--- config.mk ---
export PLATFORM = sky130hd
export DESIGN_NAME = combined_lcg_shuffle_rng_core
export DESIGN_NICKNAME = d
export VERILOG_FILES = /design/src/rtl/clsr_pkg.sv /design/src/rtl/combined_lcg_shuffle_rng_core.sv /design/src/rtl/clsr_step.sv /design/src/rtl/clsr_slot.sv /design/src/rtl/clsr_table.sv
export SDC_FILE = /design/constraint.sdc
export NUM_CORES = 2
export LEC_CHECK = 0
export BUFFER_PORTS_ARGS = -buffer_cell sky130_fd_sc_hd__buf_2
export CELL_PAD_IN_SITES_DETAIL_PLACEMENT = 0
export CELL_PAD_IN_SITES_GLOBAL_PLACEMENT = 2
export CORE_ASPECT_RATIO = 1.75
export CORE_UTILIZATION = 40
export DETAILED_ROUTE_END_ITERATION = 6
export HOLD_SLACK_MARGIN = 0.02
export MAX_ROUTING_LAYER = met4
export PLACE_DENSITY_LB_ADDON = 0.12
export SYNTH_ARGS = -nofsm -noshare
export SYNTH_HDL_FRONTEND = slang
export SYNTH_SLANG_ARGS = --single-unit
--- constraint.sdc ---
create_clock -name i_clk -period 19.3 [get_ports i_clk]
set_input_delay 3.86 -clock i_clk [delete_from_list [all_inputs] [get_ports i_clk]]
set_output_delay 3.86 -clock i_clk [all_outputs]
set_load 0.01 [all_outputs]
--- src/rtl/clsr_pkg.sv ---
// Package for the combined generator core: constants, state enum, table control struct.
// Used by every module of the core; no dependencies.
package clsr_pkg;

    localparam int VW = 31;
    localparam int MW = 16;
    localparam int PW = VW + MW;

    localparam int DEFAULT_TABLE_DEPTH = 32;
    localparam int WARM_EXTRA          = 8;

    localparam logic [VW-1:0] MOD_ONE   = 31'd2147483563;
    localparam logic [VW-1:0] MOD_TWO   = 31'd2147483399;
    localparam logic [MW-1:0] MUL_ONE   = 16'd40014;
    localparam logic [MW-1:0] MUL_TWO   = 16'd40692;
    localparam logic [VW-1:0] TOP_VALUE = 31'd2147483562;
    localparam logic [VW-1:0] G1_RESET  = 31'd1;
    localparam logic [VW-1:0] G2_RESET  = 31'd123456789;

    // 2^31 mod modulus, used to fold the high part of a product
    localparam logic [7:0] FOLD_ONE = 8'((64'd1 << VW) - 64'(MOD_ONE));
    localparam logic [7:0] FOLD_TWO = 8'((64'd1 << VW) - 64'(MOD_TWO));

    localparam logic FUNC_RESEED = 1'b0;
    localparam logic FUNC_DRAW   = 1'b1;

    typedef enum logic [2:0] {
        S_IDLE,
        S_WARM_MUL,
        S_WARM_RED,
        S_MUL,
        S_RED,
        S_RD,
        S_WR
    } t_state;

    typedef struct packed {
        logic wr_en;
        logic rd_en;
    } t_tab_ctl;

    // Reduce a product below 2^47 modulo m, where 2^31 mod m = f and m > 2^31 - 2^8.
    function automatic logic [VW-1:0] fold(input logic [PW-1:0] p, input logic [7:0] f,
                                           input logic [VW-1:0] m);
        logic [31:0] s;
        s = 32'(p[PW-1:VW]) * 32'(f) + 32'(p[VW-1:0]);
        if (s >= 32'(m)) begin
            s = s - 32'(m);
        end
        return s[VW-1:0];
    endfunction

endpackage

--- src/rtl/combined_lcg_shuffle_rng_core.sv ---
// Combined multiplicative generator with shuffle table: control, generator state, output register.
// Depends on clsr_pkg, clsr_step, clsr_slot, clsr_table.
//
//   channel | direction | handshake                | fields
//   in      | to core   | i_in_valid / o_in_stall  | i_func, i_seed
//   out     | from core | o_out_valid / i_out_stall| o_value
//
// A draw steps through product, fold, slot read and table write; the next item is taken
// in the write cycle, so a new draw can start as the last one completes.
// A reseed first runs a warm-up that fills the table through the shared multiply unit.
// A held output stalls the write cycle; the table and last output update only when it moves.
// Reset is synchronous: generators, last output and all table entries return to start values.
module combined_lcg_shuffle_rng_core import clsr_pkg::*; #(
    parameter int TABLE_DEPTH = DEFAULT_TABLE_DEPTH
) (
    input  logic          i_clk,
    input  logic          i_rst_n,
    input  logic          i_in_valid,
    output logic          o_in_stall,
    input  logic          i_func,
    input  logic [VW-1:0] i_seed,
    output logic          o_out_valid,
    input  logic          i_out_stall,
    output logic [VW-1:0] o_value
);

    localparam int AW = (TABLE_DEPTH > 1) ? $clog2(TABLE_DEPTH) : 1;
    localparam int CW = $clog2(TABLE_DEPTH + WARM_EXTRA);

    t_state        r_state;
    t_state        n_state;
    logic [VW-1:0] r_g1;
    logic [VW-1:0] r_g2;
    logic [VW-1:0] r_last;
    logic [CW-1:0] r_cnt;
    logic [AW-1:0] r_slot;
    logic [VW-1:0] r_value;
    logic          r_out_valid;

    logic          accept;
    logic          wr_go;
    logic          step_load;
    logic          slot_load;
    t_tab_ctl      tab_ctl;
    logic [AW-1:0] tab_waddr;
    logic [VW-1:0] tab_wdata;
    logic [AW-1:0] slot;
    logic [VW-1:0] tab_rdata;
    logic [VW-1:0] step_g1;
    logic [VW-1:0] step_g2;
    logic [VW-1:0] seed_eff;
    logic [31:0]   diff;
    logic [VW-1:0] draw_value;

    clsr_step u_step (
        .i_clk  (i_clk),
        .i_load (step_load),
        .i_g1   (r_g1),
        .i_g2   (r_g2),
        .o_g1   (step_g1),
        .o_g2   (step_g2)
    );

    clsr_slot #(
        .TABLE_DEPTH (TABLE_DEPTH),
        .AW          (AW)
    ) u_slot (
        .i_clk  (i_clk),
        .i_load (slot_load),
        .i_last (r_last),
        .o_slot (slot)
    );

    clsr_table #(
        .TABLE_DEPTH (TABLE_DEPTH),
        .AW          (AW)
    ) u_table (
        .i_clk   (i_clk),
        .i_rst_n (i_rst_n),
        .i_ctl   (tab_ctl),
        .i_waddr (tab_waddr),
        .i_wdata (tab_wdata),
        .i_raddr (slot),
        .o_rdata (tab_rdata)
    );

    assign wr_go      = (r_state == S_WR) && (!r_out_valid || !i_out_stall);
    assign o_in_stall = !((r_state == S_IDLE) || wr_go);
    assign accept     = i_in_valid && !o_in_stall;
    assign seed_eff   = (i_seed == '0) ? VW'(1) : i_seed;

    always_comb begin
        diff = 32'(tab_rdata) - 32'(r_g2);
        if (tab_rdata > r_g2) begin
            draw_value = diff[VW-1:0];
        end else begin
            draw_value = VW'(diff + 32'(TOP_VALUE));
        end
    end

    always_ff @(posedge i_clk) begin
        if (!i_rst_n) begin
            r_state <= S_IDLE;
        end else begin
            r_state <= n_state;
        end
    end

    always_comb begin
        n_state       = r_state;
        step_load     = 1'b0;
        slot_load     = 1'b0;
        tab_ctl.wr_en = 1'b0;
        tab_ctl.rd_en = 1'b0;
        tab_waddr     = r_slot;
        tab_wdata     = r_g1;
        unique case (r_state)
            S_IDLE, S_WR: begin
                if (r_state == S_WR) begin
                    tab_ctl.wr_en = wr_go;
                    if (wr_go) begin
                        n_state = S_IDLE;
                    end
                end
                if (accept) begin
                    n_state = (i_func == FUNC_RESEED) ? S_WARM_MUL : S_MUL;
                end
            end
            S_WARM_MUL: begin
                step_load = 1'b1;
                n_state   = S_WARM_RED;
            end
            S_WARM_RED: begin
                tab_ctl.wr_en = (r_cnt < CW'(TABLE_DEPTH));
                tab_waddr     = r_cnt[AW-1:0];
                tab_wdata     = step_g1;
                n_state       = (r_cnt == '0) ? S_MUL : S_WARM_MUL;
            end
            S_MUL: begin
                step_load = 1'b1;
                slot_load = 1'b1;
                n_state   = S_RED;
            end
            S_RED: begin
                n_state = S_RD;
            end
            S_RD: begin
                tab_ctl.rd_en = 1'b1;
                n_state       = S_WR;
            end
            default: begin
                n_state = S_IDLE;
            end
        endcase
    end

    always_ff @(posedge i_clk) begin
        if (!i_rst_n) begin
            r_g1   <= G1_RESET;
            r_g2   <= G2_RESET;
            r_last <= '0;
        end else begin
            if (wr_go) begin
                r_last <= draw_value;
            end
            if (accept && (i_func == FUNC_RESEED)) begin
                r_g1 <= seed_eff;
                r_g2 <= seed_eff;
            end
            if (r_state == S_WARM_RED) begin
                r_g1 <= step_g1;
                if (r_cnt == '0) begin
                    r_last <= step_g1;
                end
            end
            if (r_state == S_RED) begin
                r_g1 <= step_g1;
                r_g2 <= step_g2;
            end
        end
    end

    always_ff @(posedge i_clk) begin
        if (accept) begin
            r_cnt <= CW'(TABLE_DEPTH + WARM_EXTRA - 1);
        end else if (r_state == S_WARM_RED) begin
            r_cnt <= r_cnt - CW'(1);
        end
        if (r_state == S_RD) begin
            r_slot <= slot;
        end
        if (wr_go) begin
            r_value <= draw_value;
        end
    end

    always_ff @(posedge i_clk) begin
        if (!i_rst_n) begin
            r_out_valid <= 1'b0;
        end else if (wr_go) begin
            r_out_valid <= 1'b1;
        end else if (!i_out_stall) begin
            r_out_valid <= 1'b0;
        end
    end

    assign o_out_valid = r_out_valid;
    assign o_value     = r_value;

endmodule

--- src/rtl/clsr_step.sv ---
// Two-lane modular multiply unit: product register, then fold and one subtract.
// Depends on clsr_pkg.
module clsr_step import clsr_pkg::*; (
    input  logic          i_clk,
    input  logic          i_load,
    input  logic [VW-1:0] i_g1,
    input  logic [VW-1:0] i_g2,
    output logic [VW-1:0] o_g1,
    output logic [VW-1:0] o_g2
);

    logic [PW-1:0] r_p1;
    logic [PW-1:0] r_p2;

    always_ff @(posedge i_clk) begin
        if (i_load) begin
            r_p1 <= PW'(i_g1) * PW'(MUL_ONE);
            r_p2 <= PW'(i_g2) * PW'(MUL_TWO);
        end
    end

    assign o_g1 = fold(r_p1, FOLD_ONE, MOD_ONE);
    assign o_g2 = fold(r_p2, FOLD_TWO, MOD_TWO);

endmodule

--- src/rtl/clsr_slot.sv ---
// Table slot from the last output: reciprocal multiply, back-multiply, one correction.
// Depends on clsr_pkg.
module clsr_slot import clsr_pkg::*; #(
    parameter int TABLE_DEPTH = DEFAULT_TABLE_DEPTH,
    parameter int AW          = (TABLE_DEPTH > 1) ? $clog2(TABLE_DEPTH) : 1
) (
    input  logic          i_clk,
    input  logic          i_load,
    input  logic [VW-1:0] i_last,
    output logic [AW-1:0] o_slot
);

    localparam longint unsigned DIV   = 1 + 64'(TOP_VALUE) / TABLE_DEPTH;
    localparam longint unsigned RECIP = (64'd1 << 32) / DIV;
    localparam int              QW    = $clog2(TABLE_DEPTH + 1) + 1;

    logic [VW-1:0] r_x;
    logic [QW-1:0] r_qe;
    logic [VW-1:0] r_qd;
    logic [VW-1:0] rem;
    logic [QW-1:0] q;

    // estimate is the true quotient or one below
    always_ff @(posedge i_clk) begin
        if (i_load) begin
            r_x  <= i_last;
            r_qe <= QW'((64'(i_last) * RECIP) >> 32);
        end
        r_qd <= VW'(64'(r_qe) * DIV);
    end

    always_comb begin
        rem = r_x - r_qd;
        q   = r_qe + QW'(rem >= VW'(DIV));
        if (q > QW'(TABLE_DEPTH - 1)) begin
            o_slot = AW'(TABLE_DEPTH - 1);
        end else begin
            o_slot = AW'(q);
        end
    end

endmodule

--- src/rtl/clsr_table.sv ---
// Shuffle table memory: one write and one registered read per cycle.
// Per-entry valid bits make unwritten entries read as zero. Depends on clsr_pkg.
module clsr_table import clsr_pkg::*; #(
    parameter int TABLE_DEPTH = DEFAULT_TABLE_DEPTH,
    parameter int AW          = (TABLE_DEPTH > 1) ? $clog2(TABLE_DEPTH) : 1
) (
    input  logic          i_clk,
    input  logic          i_rst_n,
    input  t_tab_ctl      i_ctl,
    input  logic [AW-1:0] i_waddr,
    input  logic [VW-1:0] i_wdata,
    input  logic [AW-1:0] i_raddr,
    output logic [VW-1:0] o_rdata
);

    logic [VW-1:0]          r_mem [TABLE_DEPTH];
    logic [TABLE_DEPTH-1:0] r_valid;
    logic [VW-1:0]          r_rd_data;
    logic                   r_rd_valid;

    always_ff @(posedge i_clk) begin
        if (i_ctl.wr_en) begin
            r_mem[i_waddr] <= i_wdata;
        end
        if (i_ctl.rd_en) begin
            r_rd_data <= r_mem[i_raddr];
        end
    end

    always_ff @(posedge i_clk) begin
        if (!i_rst_n) begin
            r_valid    <= '0;
            r_rd_valid <= 1'b0;
        end else begin
            if (i_ctl.wr_en) begin
                r_valid[i_waddr] <= 1'b1;
            end
            if (i_ctl.rd_en) begin
                r_rd_valid <= r_valid[i_raddr];
            end
        end
    end

    assign o_rdata = r_rd_valid ? r_rd_data : '0;

endmodule

After elaboration in Yosys (flattened, before gate mapping)
Memory sizes are Yosys's and may differ from the RTL's. A register that Yosys moved wholly into a read port is not among the register bits.
Index checks and enable logic that the tools add are counted.

operators by class
  multiply operators = 5
  add/sub/neg operators = 9
  multiplexer cells = 34
  magnitude comparators = 9
  eq/ne operators = 9
  reduce and logical (&&, ||, !) cells = 17
  bitwise logic cells = 2

operators with widths
  cell                    number
  $mux 31                 13
  $ge 32x31->1 const B    2
  $sub 31x31->31          2
  $sub 31x31->31 const B  2
  $mul 31x15->46 const B  1
  $mul 31x14->45 const B  1
  $add 23x31->32          1
  $add 24x31->32          1
  $or 32x32->32           1
  $add 31x31->31 const B  1
  $ge 31x26->1 const B    1
  $gt 31x31->1            1
  $logic_not 31->1        1
  $mul 5x25->30 const B   1
  $mul 16x8->24 const B   1
  $mul 16x7->23 const B   1
  $pmux 3 s6              1
  $lt 5x6->1 const B      2
  $mux 1                  10
  $mux 5                  2
  $eq 3x3->1 const B      3
  $mux 3                  3
  $gt 7x5->1 const B      1
  $add 5x1->6             1
  21 further kinds        31

word-level totals
  register bits = 329
  input bits = 36
  memory bits (writable) = 992
  output and inout bits = 33
  memories kept = 1

memories
  memory         depth  width  rd ports  clocked after Yosys merged registers in  write ports  RTL line          RTL
  u_table.r_mem  32     31     1         1                                        1            clsr_table.sv:16  logic [VW-1:0] r_mem [TABLE_DEPTH];

Depth between registers and ports, before layout
  depth in word-level cells = 9
  mapped depth = 28

Modules after synthesis
Synthesis repeated with hierarchy kept, for this count alone.

unflattened totals
  cells, all modules = 5,899
  area, all modules = 79,692.7 um^2

by module, submodules not included
  module                         area an instance (um^2)  instances  seq. area each (um^2)  cells an instance
  clsr_table                     40,069.7                 1          31,380.1               1,631
  clsr_step                      26,291.5                 1          2,732.6                2,618
  combined_lcg_shuffle_rng_core  8,703.3                  1          3,143.0                1,148
  clsr_slot                      4,628.2                  1          1,461.4                502

Worst setup path after synthesis
OpenSTA, ideal clock, no wires.

  path type = input to output
  start = in i_out_stall
  end = out o_in_stall
  data required time = 15.440 ns
  arrival = 4.485 ns
  buffers on the path = 0
  setup slack = 10.955 ns
  cell stages on the path = 4
  cells stage by stage = nand2_1 > nand2b_1 > clkinv_1 > nor2_1

between the ends
  cells in the longest elaborated chain, start to end = 5

ends and longest elaborated chain
  element            RTL line                             RTL
  start, declared    combined_lcg_shuffle_rng_core.sv:23  input logic i_out_stall,
  $logic_not 1->1    n/a
  $logic_or 1x1->1   combined_lcg_shuffle_rng_core.sv:87  assign wr_go = (r_state == S_WR) && (!r_out_valid || !i_out_stall);
  $logic_and 1x1->1  combined_lcg_shuffle_rng_core.sv:87
  $logic_or 1x1->1   combined_lcg_shuffle_rng_core.sv:88  assign o_in_stall = !((r_state == S_IDLE) || wr_go);
  $logic_not 1->1    combined_lcg_shuffle_rng_core.sv:88
  end, declared      combined_lcg_shuffle_rng_core.sv:19  output logic o_in_stall,

Every way passes these cells.

Worst setup path in the final report
Same ends and word-level chain as after synthesis.

==> metrics.yaml <==
status: "finished, final reports clean"
top_level_ports: 69
yosys.cell_types.count: 93
slowest_delay_ns: 0.55
ys_top_cells_by_count: "edfxtp_1 (1,180), inv_1 (790), nand2_1 (765), ha_1 (537), fa_1 (465)"
die_x_um: 338
synth-warning-count: 0
drc_errors: 0
synth_top_area_share_pct: 44.7
io_buffers: 68
synth-seq-cells: 1343
stdcell_count: 9646
num-fill-cells: 18400
slew_headroom_pct: 9.50
grt-ovfl-total: 0
area_delta_synth_final_pct: 10.5
drt_first_pass_iters: 6
synthCells: 6898
setup_tns_ns: 0
hold_depth: 0
die-area_sq_mm: 0.200
path_cells: "buf_2 -> nand2_1 -> nand2b_1 -> buf_4 -> inv_2 -> nor2_1 -> buf_2"
rows: 215
finClkSkew_ns: 0.0620
drt_iter0_markers: 3521
fin_crit_sh_pct: 50.5
rrSetupSlack_ns: 10.83
finalMaxSlewViolations: 0
dp_cells: 9386
rsz0062_at_grt: "no"
final_layout_size_suffix_gt1_share_pct: 7.41
hpwl_mm: 193
die_y_um: 591
cts_tree: "done"
critPathLaunchType: "input port"
root_buffer: "clkbuf_16"
yosysMostFrequentCell: "edfxtp_1"
antenna_found_initial: 7
gp_congestion: 0.968
dpl-instance-area_sq_mm: 0.0832
crit_start: "i_out_stall"
synthTopCellsByArea: "edfxtp_1 (45%), fa_1 (12%), ha_1 (8.5%), dfxtp_1 (4.1%), inv_1 (3.7%)"
cts_buffers: 142
async_reset_ff_share_pct: 0
ys_seq_area_share_pct: 48.8
clock_path_buffers: 4
clkLatencyLatePin_ns: 0.82
grt_use_total_pct: 27.4
min_period_ns: 9.75
worstPathArrival_ns: 5.89
worstPathMaxFanout: 30
ant_nets: 0
reg2reg_to: "u_table.r_rd_data[30]"
finalHoldViolCount: 0
postCtsHoldBufs: 0
synth_top_cell_by_area: "edfxtp_1"
wirelength_mm: 266
finalInstanceArea_sq_mm: 0.0876
ctsResizeCount: 0
final_net_count: 7965
htree_levels: 4
critPathSlowestCell: "nor2_1"
path_class: "in2out"
min_from: "r_last[22]"
worst_pin_slew_ns: 1.36
syn_area_per_cell_sq_um: 11.5
cpMostUsedCell: "buf_2"
start_util_pct: 40.4
endpoint_kind: "output pin"
dr_total_vias: 54600
r2r-start: "u_slot.r_qd[25]"
synth_edf_count: 1180
grt_pass1_vias: 56600
vias_per_cell: 5.66
worst_hold_path.endpoint: "u_slot.r_x[22]"
maxCapViolCount: 0
grt_max_degree: 150
clkTransAtPathRegs_ns: 0.07
core_area_sq_mm: 0.196
finalWorstSetupSlack_ns: 9.55
place_ws_ns: 9.58
required_ns: 15.44
fmaxAchievable_mhz: 103
syn_area_sq_mm: 0.0793
grt_pass1_wl_mm: 388
wl_per_cell_um: 27.6
synthFlopType: "edfxtp_1"
hp-class: "reg2reg"
setup_violations: 0
syn_nets: 7936
reg2reg_depth: 28
clock-sinks: 1343
post_cts_buffers: 0
[registers in the layout, summed over array words and instances (netlist names)]
register,flops
u_step.r_p1,46
u_table.r_valid,32
u_step.r_p2,45
r_g1,31
o_out_valid,1
u_table.r_rd_valid,1
u_slot.r_qd,28
o_value,31
r_state,3
r_slot,5
r_last,30
u_table.r_mem,992
r_cnt,6
u_slot.r_x,30
u_table.r_rd_data,31
r_g2,31
[critical path: cells and delay by family]
family	cells	cell delay (ns)
and+or+nand+nor	3	0.82
buffers and inverters	4	1.15
[kinds of logic after synthesis]
logic type / after synthesis / share of synthesized area, %
compound gates: 1448 / 12.8
flops: 1343 / 48.8
xor+xnor: 231 / 2.56
fa+ha+maj: 1002 / 20.2
simple gates: 1734 / 9.95
mux: 26 / 0.332
buf+inv: 1114 / 5.32
[per-stage QoR]
step | utilization, % | hold slack [ns]
after floorplan | - | 0.403
after global routing | 44.6 | 0.451
after detailed placement | 42.3 | 0.427
final | 44.6 | 0.432
after global placement | 42.3 | 0.423
after CTS | 44.6 | 0.435
[metal layers]
layer / vias up / global-route usage [%] / share of wire, %
met5: - / - / 0
met1: 27900 / 27.9 / 35
met4: 0 / 16.8 / 7.3
met2: 1259 / 50.6 / 54
li1: 25000 / - / -
met3: 529 / 2.11 / 3.1
[how the worst max path moves through the flow]
stage | end | slack [ns] | depth (start not counted)
final | o_in_stall | 9.55 | 7
after global placement | o_in_stall | 9.57 | 7
after floorplan | o_in_stall | 10.95 | 4
after global routing | o_in_stall | 9.48 | 7
after detailed placement | o_in_stall | 9.58 | 7
after CTS | o_in_stall | 9.57 | 7
[cell type report]
class                      count  area (sq um)  area share [%]
sequential                  1343         38700            44.2
tap                         2604          3260            3.72
clock buffer                 174          3830            4.37
timing repair buffer         206          1420            1.62
inverter                     793          2990            3.42
antenna                       21          52.6          0.0600
clock inverter                64           517           0.590
multi-input combinational   4441         36800            42.0
[cell usage in the layout, fill, tap and decap left out, types with 31 or more instances in the layout]
cell type,synthesis,routed
a21o_1,86,86
a21oi_1,373,372
a311oi_1,106,106
a31oi_1,56,56
and2_1,49,49
and3_1,32,31
buf_2,5,68
buf_4,1,134
clkbuf_16,0,146
dfxtp_1,163,162
edfxtp_1,1180,1180
fa_1,465,465
ha_1,537,536
inv_1,790,788
nand2_1,765,765
nand3_1,307,307
nand4_1,32,32
nor2_1,303,268
nor2_4,0,35
nor2b_1,40,38
nor3_1,54,52
o211ai_1,47,47
o21a_1,42,42
o21ai_0,153,125
o221ai_1,280,280
o31ai_1,53,53
xnor2_1,155,155
xor2_1,75,75
Power is not shown: default switching activity piles up to over one toggle a cycle in this logic, so the estimate is an artifact.
